### src/rtl/ffba_pkg.sv
package ffba_pkg;

  localparam int BLOCKS = 64;
  localparam int IDX_W  = 6;
  localparam int CNT_W  = 7;
  localparam int ST_W   = 2;
  localparam int SUM_W  = CNT_W + 1;

  localparam logic [ST_W-1:0] ST_DONE  = 2'd0;
  localparam logic [ST_W-1:0] ST_NOFIT = 2'd1;
  localparam logic [ST_W-1:0] ST_BAD   = 2'd2;

  localparam logic MODE_ALLOC = 1'b0;
  localparam logic MODE_FREE  = 1'b1;

  // Scan token handed from cell to cell
  typedef struct packed {
    logic             tok;
    logic             found;
    logic [CNT_W-1:0] run;
    logic [IDX_W-1:0] head;
  } tok_t;

  // Range update broadcast to every cell
  typedef struct packed {
    logic             set;
    logic             clr;
    logic [IDX_W-1:0] lo;
    logic [IDX_W-1:0] hi;
  } range_t;

endpackage

### src/rtl/ffba_if.sv
interface ffba_req_if;
  import ffba_pkg::*;
  logic             valid;
  logic             ready;
  logic             mode;
  logic [IDX_W-1:0] start_block;
  logic [CNT_W-1:0] run_len;

  modport source (output valid, mode, start_block, run_len, input ready);
  modport sink (input valid, mode, start_block, run_len, output ready);
endinterface

interface ffba_rsp_if;
  import ffba_pkg::*;
  logic             valid;
  logic             ready;
  logic [ST_W-1:0]  status;
  logic [IDX_W-1:0] run_start;

  modport source (output valid, status, run_start, input ready);
  modport sink (input valid, status, run_start, output ready);
endinterface

### src/rtl/ffba_cell.sv
module ffba_cell
  import ffba_pkg::*;
(
  input  logic             clk,
  input  logic             rst,
  input  logic [IDX_W-1:0] idx,
  input  logic [CNT_W-1:0] count,
  input  tok_t             tin,
  input  range_t           rng,
  output tok_t             tout
);

  logic used;
  tok_t tok_next;
  logic in_range;
  logic [CNT_W-1:0] run_inc;

  assign in_range = (idx >= rng.lo) && (idx <= rng.hi);
  assign run_inc  = tin.run + CNT_W'(1);

  // Extend the free run, restart it at a used block, or pass on a run already found upstream
  always_comb begin
    tok_next     = tin;
    if (!tin.found) begin
      if (used) begin
        tok_next.run = '0;
      end else begin
        tok_next.run   = run_inc;
        tok_next.head  = (tin.run == '0) ? idx : tin.head;
        tok_next.found = (run_inc == count);
      end
    end
  end

  always_ff @(posedge clk) begin
    if (rst) begin
      used <= 1'b0;
      tout <= '0;
    end else begin
      tout <= tok_next;
      if (rng.set && in_range) begin
        used <= 1'b1;
      end else if (rng.clr && in_range) begin
        used <= 1'b0;
      end
    end
  end

endmodule

### src/rtl/first_fit_block_bitmap_allocator.sv
// An allocate with a count of 1 to 64 sends the scan token walking the 64-cell chain
// one cell a cycle from acceptance to the result.
// Allocates of zero or too many blocks skip the scan; frees pass through S_FREE.
// Throughput: one item in flight; the next is accepted once the result is registered.
// Reset (rst, synchronous, active high) marks every block free and empties the
// output register.
module first_fit_block_bitmap_allocator
  import ffba_pkg::*;
(
  input  logic   clk,
  input  logic   rst,
  ffba_req_if.sink   req,
  ffba_rsp_if.source rsp
);

  localparam logic [1:0] S_IDLE = 2'd0;
  localparam logic [1:0] S_SCAN = 2'd1;
  localparam logic [1:0] S_FREE = 2'd2;
  localparam logic [1:0] S_FIN  = 2'd3;

  logic [1:0]       state;
  logic             go;
  logic [IDX_W-1:0] start_q;
  logic [CNT_W-1:0] cnt_q;
  logic [ST_W-1:0]  status_q;
  logic [IDX_W-1:0] where_q;

  logic             out_valid;
  logic [ST_W-1:0]  out_status;
  logic [IDX_W-1:0] out_start;

  tok_t   chain [BLOCKS+1];
  range_t rng;

  logic             accept;
  logic             bad_range;
  logic [SUM_W-1:0] free_end;
  logic [SUM_W-1:0] mark_end;
  logic             load_out;
  tok_t             last;

  assign accept   = req.valid && req.ready;
  assign req.ready = (state == S_IDLE);

  // Free range checks: start + count must stay within the map
  assign free_end  = SUM_W'(start_q) + SUM_W'(cnt_q);
  assign bad_range = free_end > SUM_W'(BLOCKS);

  assign last     = chain[BLOCKS];
  assign mark_end = SUM_W'(last.head) + SUM_W'(cnt_q) - SUM_W'(1);

  // Broadcast the update range: clear on a legal free, set once a fit is found
  always_comb begin
    rng = '0;
    unique case (state)
      S_FREE: begin
        rng.clr = !bad_range && (cnt_q != '0);
        rng.lo  = start_q;
        rng.hi  = free_end[IDX_W-1:0] - IDX_W'(1);
      end
      S_SCAN: begin
        rng.set = last.tok && last.found;
        rng.lo  = last.head;
        rng.hi  = mark_end[IDX_W-1:0];
      end
      default: begin
        rng = '0;
      end
    endcase
  end

  // Token enters the head of the chain with an empty run
  assign chain[0] = '{tok: go, found: 1'b0, run: '0, head: '0};

  for (genvar i = 0; i < BLOCKS; i++) begin : g_cell
    ffba_cell u_cell (
      .clk   (clk),
      .rst   (rst),
      .idx   (IDX_W'(i)),
      .count (cnt_q),
      .tin   (chain[i]),
      .rng   (rng),
      .tout  (chain[i+1])
    );
  end

  assign load_out = (state == S_FIN) && (!out_valid || rsp.ready);

  // Sequencer: hold the request, launch the scan or the free, park the result
  always_ff @(posedge clk) begin
    if (rst) begin
      state <= S_IDLE;
      go    <= 1'b0;
    end else begin
      // Launch the token only for an allocate whose count can fit at all
      go <= accept && (req.mode == MODE_ALLOC) && (req.run_len != '0) &&
            (req.run_len <= CNT_W'(BLOCKS));
      unique case (state)
        S_IDLE: begin
          if (accept) begin
            if (req.mode == MODE_FREE) begin
              state <= S_FREE;
            end else if (req.run_len == '0 ||
                         req.run_len > CNT_W'(BLOCKS)) begin
              state <= S_FIN;
            end else begin
              state <= S_SCAN;
            end
          end
        end
        S_SCAN: begin
          if (last.tok) begin
            state <= S_FIN;
          end
        end
        S_FREE: begin
          state <= S_FIN;
        end
        S_FIN: begin
          if (load_out) begin
            state <= S_IDLE;
          end
        end
        default: begin
          state <= S_IDLE;
        end
      endcase
    end
  end

  // Request and result payload
  always_ff @(posedge clk) begin
    if (accept) begin
      start_q  <= req.start_block;
      cnt_q    <= req.run_len;
      status_q <= (req.mode == MODE_FREE) ? ST_DONE : ST_NOFIT;
      where_q  <= '0;
    end else if (state == S_FREE) begin
      if (bad_range && cnt_q != '0) begin
        status_q <= ST_BAD;
      end
    end else if (state == S_SCAN && last.tok && last.found) begin
      status_q <= ST_DONE;
      where_q  <= last.head;
    end
  end

  // Output register: drop valid once taken, load when the slot is free
  always_ff @(posedge clk) begin
    if (rst) begin
      out_valid <= 1'b0;
    end else if (load_out) begin
      out_valid <= 1'b1;
    end else if (rsp.ready) begin
      out_valid <= 1'b0;
    end
  end

  always_ff @(posedge clk) begin
    if (load_out) begin
      out_status <= status_q;
      out_start  <= where_q;
    end
  end

  assign rsp.valid     = out_valid;
  assign rsp.status    = out_status;
  assign rsp.run_start = out_start;

endmodule

### src/flat_wrapper.sv
// flat-port wrapper written by rule: the top's interface ports become plain ports
module first_fit_block_bitmap_allocator_flat import ffba_pkg::*;
  (clk, rst, req_valid, req_mode, req_start_block, req_run_len, req_ready, rsp_valid, rsp_status, rsp_run_start, rsp_ready);
  ffba_req_if req_i ();
  ffba_rsp_if rsp_i ();
  input  logic clk;
  input  logic rst;
  input wire logic [$bits(req_i.valid)-1:0] req_valid;
  input wire logic [$bits(req_i.mode)-1:0] req_mode;
  input wire logic [$bits(req_i.start_block)-1:0] req_start_block;
  input wire logic [$bits(req_i.run_len)-1:0] req_run_len;
  output wire logic [$bits(req_i.ready)-1:0] req_ready;
  output wire logic [$bits(rsp_i.valid)-1:0] rsp_valid;
  output wire logic [$bits(rsp_i.status)-1:0] rsp_status;
  output wire logic [$bits(rsp_i.run_start)-1:0] rsp_run_start;
  input wire logic [$bits(rsp_i.ready)-1:0] rsp_ready;
  assign req_i.valid = req_valid;
  assign req_i.mode = req_mode;
  assign req_i.start_block = req_start_block;
  assign req_i.run_len = req_run_len;
  assign req_ready = req_i.ready;
  assign rsp_valid = rsp_i.valid;
  assign rsp_status = rsp_i.status;
  assign rsp_run_start = rsp_i.run_start;
  assign rsp_i.ready = rsp_ready;
  first_fit_block_bitmap_allocator u_core (.clk(clk), .rst(rst), .req(req_i), .rsp(rsp_i));
endmodule
### config.mk
export PLATFORM = sky130hd
export DESIGN_NAME = first_fit_block_bitmap_allocator_flat
export DESIGN_NICKNAME = d
export VERILOG_FILES = /design/src/rtl/ffba_pkg.sv /design/src/rtl/ffba_if.sv /design/src/rtl/ffba_cell.sv /design/src/rtl/first_fit_block_bitmap_allocator.sv /design/src/flat_wrapper.sv
export SDC_FILE = /design/constraint.sdc
export NUM_CORES = 2
export LEC_CHECK = 0
export BUFFER_PORTS_ARGS = -buffer_cell sky130_fd_sc_hd__buf_2
export CAP_MARGIN = 25
export CORE_MARGIN = 2
export CORE_UTILIZATION = 54
export CTS_CLUSTER_DIAMETER = 40
export CTS_CLUSTER_SIZE = 8
export DETAILED_ROUTE_END_ITERATION = 10
export HOLD_SLACK_MARGIN = 0.12
export PLACE_DENSITY = 0.69
export SYNTH_ARGS = -nofsm -noshare
export SYNTH_HDL_FRONTEND = slang
export SYNTH_HIERARCHICAL = 1
export SYNTH_SLANG_ARGS = --single-unit
### constraint.sdc
create_clock -name clk -period 11.68 [get_ports clk]
set_clock_uncertainty 0.05 [all_clocks]
set_input_delay 1.168 -clock clk [delete_from_list [all_inputs] [get_ports clk]]
set_output_delay 1.168 -clock clk [all_outputs]
set_load 0.1 [all_outputs]
Word-level counts from Yosys, hierarchy flattened:

Cells that the tools add are included.

* register bits: 1050
* input port bits: 18
* output and inout port bits: 10
* word-level logic and storage cells: 1402

* add/subtract/negate cells: 67
* $lt $le $gt $ge: 131
* eq/ne operators: 71
* multiplexer cells: 460
* bitwise logic cells: 2
* reduce and logical (&&, ||, !) cells: 343

Operators with widths (count)
* $mux W14: 63
* $mux W6: 126
* $logic_not A7 Y1: 64
* $add A7 B1 Y7 const B: 63
* $eq A7 B7 Y1: 63
* $mux W7: 63
* $logic_and A1 B1 Y1: 202
* $mux W1: 197
* $ge A6 B6 Y1 const A: 32
* $le A6 B6 Y1 const A: 32
* $reduce_bool A2 Y1: 65
* $ge A5 B6 Y1 const A: 16
* $le A5 B6 Y1 const A: 16
* $ge A4 B6 Y1 const A: 8
* $le A4 B6 Y1 const A: 8
* $ge A3 B6 Y1 const A: 4
* $le A3 B6 Y1 const A: 4
* $pmux W12 S2: 1
* $mux W2: 9
* $reduce_bool A7 Y1: 2
* $ge A1 B6 Y1 const A: 2
* $ge A2 B6 Y1 const A: 2
* $le A1 B6 Y1 const A: 2
* $le A2 B6 Y1 const A: 2
* other kinds (21): 28

Longest topological paths before layout:

* depth in word-level cells: 8
* gate-level depth with buffers: 18
* mapped depth without buffers: 18

Hierarchy:

The synthesis kept the hierarchy.

Modules (own cells, without submodules)
* ffba_cell: instances 64, cells an instance 143, area each 1168.6 um^2, seq. area each 320.3 um^2
* first_fit_block_bitmap_allocator: instances 1, cells an instance 208, area each 2065.7 um^2, seq. area each 890.9 um^2

Least setup slack after synthesis:

Ideal clock, no wire load.

* path kind: reg2reg
* start point: register u_core.cnt_q[2]
* end point: register u_core.g_cell[18].u_cell.used
* library setup time: 0.070 ns
* data arrival time: 10.373 ns
* data required time: 11.560 ns
* path slack: 1.187 ns
* stages on the path, launching flop included: 14
* path buffers: 0
* period minus slack after synthesis: 10.493 ns
* path through: edfxtp_1 -> ha_1 -> xor2_1 -> nor4_1 -> o221ai_1 -> xor2_1 -> o22ai_1 -> inv_1 -> ha_1 -> a21o_1 -> a211oi_2 -> a21oi_1 -> or3_1 -> a21oi_1

RTL lines
* from (decl): line first_fit_block_bitmap_allocator.sv:24 `logic [CNT_W-1:0] cnt_q;`
* from (signal assigned): line first_fit_block_bitmap_allocator.sv:135 `cnt_q <= req.run_len;`
* to (signal assigned): line ffba_cell.sv:37 `used <= 1'b0;`
* to (signal assigned): line ffba_cell.sv:42 `used <= 1'b1;`
* to (signal assigned): line ffba_cell.sv:44 `used <= 1'b0;`
* to (decl): line ffba_cell.sv:13 `logic used;`

==> impl_metrics.env <==
export IMPL_required_ns=12.33
export IMPL_place_congestion=0.849
export IMPL_cp_max_fo=56
export IMPL_cts_reportedPaths_clkPinSlew_ns=0.05
export IMPL_dr_first_iter_drc_count=3472
export IMPL_ir_drop_mv=0.140
export IMPL_hold_viol_final=0
export IMPL_die_y_um=381
export IMPL_core_region_area_um2=141000
export IMPL_io_pins=28
export IMPL_rsz0062_at_grt="false"
export IMPL_end_kind="register"
export IMPL_tightest_slew_ns=1.03
export IMPL_path_cells="buf_4 -> buf_4 -> ha_1 -> inv_1 -> nor4_1 -> o221ai_1 -> xor2_1 -> o22ai_4 -> buf_4 -> inv_1 -> ha_1 -> a21o_1 -> a211oi_2 -> a21oi_1 -> or3_1 -> a21oi_1"
export IMPL_grt_overflow=0
export IMPL_yosysWarnings=6
export IMPL_vias=63700
export IMPL_period_share_pct=47.2
export IMPL_arrival_ns=6.17
export IMPL_root_buffer="clkbuf_16"
export IMPL_syn_to_final_growth_pct=14.6
export IMPL_hpwlAfterDp_mm=119
export IMPL_synth_avg_cell_area_um2=8.21
export IMPL_p_leak_nw=37.7
export IMPL_whs_endpoint="u_core/g_cell[44].u_cell/tout[14]"
export IMPL_start_kind="register"
export IMPL_antenna_found_initial=0
export IMPL_drive_gt1_share_pct=6.27
export IMPL_rr_worst_depth=16
export IMPL_ant_nets=0
export IMPL_period_needed_ns=5.52
export IMPL_netlist_instances=9325
export IMPL_hold_slack_ns=0.382
export IMPL_r2r_start="u_core/cnt_q[3]"
export IMPL_worst_path_largest_cell_delay_ns=0.80
export IMPL_grt_pass1_wl_mm=302
export IMPL_status="finished, final reports clean"
export IMPL_gr_usage_all_layers_pct=24.8
export IMPL_cts_sinks=1050
export IMPL_cts_tree="done"
export IMPL_setup_tns_final_ns=0
export IMPL_clock_path_buffers=3
export IMPL_cts_resized=0
export IMPL_holdPathStages=1
export IMPL_cts_hold_buffers_added=0
export IMPL_grt_pass1_vias=61400
export IMPL_antennaDiodeCount=0
export IMPL_fin_nets=11100
export IMPL_clkLatencyLatePin_ns=0.80
export IMPL_routed_via_density=5.24
export IMPL_slew_headroom_pct=31.5
export IMPL_drv_cap=0
export IMPL_wire_per_inst_um=15.1
export IMPL_post_cts_buffers=0
export IMPL_power_mw=14.5
export IMPL_fmax_mhz=181
export IMPL_rr_endpoint="u_core/g_cell[18].u_cell/used"
export IMPL_min_delay_path_class="reg -> reg"
export IMPL_postRouteWirelength_mm=183
export IMPL_utilization_pct=62.2
export IMPL_crit_top_cell="buf_4"
export IMPL_cts_buffers=193
export IMPL_die_area_um2=145000
export IMPL_placementRows=138
export IMPL_crit_type="reg -> reg"
export IMPL_drt_pass1_iter_count=5
export IMPL_start_util_pct=54.3
export IMPL_power_density_nw_per_um2=165
export IMPL_route_detailed_drc=0
export IMPL_hp_start="u_core/g_cell[43].u_cell/tout[14]"
export IMPL_reg2reg_slack_ns=6.16
export IMPL_setup_viol_count_final=0
export IMPL_fp_dieW_um=381
export IMPL_port_buffers=27
export IMPL_maxSlewViolCount=0
export IMPL_setup_slack_ns=6.16
export IMPL_cp_slowest_cell="buf_4"
export IMPL_h_tree_depth=4
export IMPL_syn_area_um2=76600
export IMPL_grt_max_degree=185
export IMPL_dp_slack_ns=6.26
[registers in the layout, indices dropped and copies added (netlist names)]
| name | cells |
|---|---|
| u_core/rsp.run_start | 6 |
| u_core/rsp.status | 2 |
| u_core/g_cell.u_cell/used | 64 |
| u_core/start_q | 6 |
| u_core/g_cell.u_cell/tout | 953 |
| u_core/where_q | 6 |
| u_core/state | 2 |
| u_core/status_q | 2 |
| u_core/rsp.valid | 1 |
| u_core/go | 1 |
| u_core/cnt_q | 7 |
[per-stage QoR]
stage	instances	area (um^2)
after floorplan	10400	80500
after global placement	11800	81300
after detailed placement	11800	81300
after CTS	12100	87700
after global routing	12100	87700
final	12100	87700
[layout by cell type, fill, tap and decap left out, types with 65 or more instances in the layout]
cell	n
o22ai_1	66
conb_1	1057
mux2i_1	512
nand3_1	195
o211ai_1	65
nor3_1	192
nor2b_1	193
xnor2_1	516
nand2_1	392
nand4_1	128
nor2_1	1103
o31ai_1	67
xor2_1	134
clkbuf_16	198
nor4_1	130
nor3b_1	190
a21o_1	69
nand2b_1	128
inv_1	989
a21oi_1	772
o21ai_0	67
a2bb2oi_1	189
dfxtp_1	1027
o21ai_1	192
ha_1	918
[per-layer routing]
layer,global-route usage [%],vias up,wire [um]
met4,8.54,0,5090
li1,-,32500,-
met5,0,-,0
met3,3.26,363,7390
met1,31.4,29700,83300
met2,43.2,1160,87200
[power breakdown]
group          switching [mW]  internal [mW]  total [mW]  leakage (nW)
clock                    1.87           3.67        5.55          3.12
combinational            2.89           1.93        4.83          26.0
sequential              0.257           3.89        4.14          8.61
[area by class of cell]
class | count | area [um^2]
clock buffer | 241 | 5300
clock inverter | 78 | 1150
fill | 12400 | 53300
inverter | 990 | 3720
multi-input combinational | 7824 | 53400
sequential | 1050 | 21300
tap | 1890 | 2360
timing repair buffer | 73 | 566
[worst max-delay path: cells and delay by family (launching register included)]
kind	cells	cell delay, ns
XOR/XNOR	1	0.23
buffers and inverters	5	1.94
AO/OA/AOI/OAI	6	1.21
adder cells (fa/ha/maj)	2	0.63
flip-flops	1	0.35
AND/OR/NAND/NOR	2	0.86
[worst max path at each step]
| stage | startpoint | end | slack [ns] | depth (start not counted) |
|---|---|---|---|---|
| final | u_core/cnt_q[3] | u_core/g_cell[18].u_cell/used | 6.16 | 16 |
| after detailed placement | u_core/cnt_q[3] | u_core/g_cell[21].u_cell/used | 6.26 | 16 |
| after CTS | u_core/cnt_q[3] | u_core/g_cell[21].u_cell/used | 6.23 | 16 |
| after floorplan | u_core/cnt_q[2] | u_core/g_cell[18].u_cell/used | 1.19 | 13 |
| after global placement | u_core/cnt_q[3] | u_core/g_cell[23].u_cell/used | 6.43 | 16 |
| after global routing | u_core/cnt_q[2] | u_core/g_cell[20].u_cell/used | 5.81 | 15 |
Power figures use the tool's default switching activity.
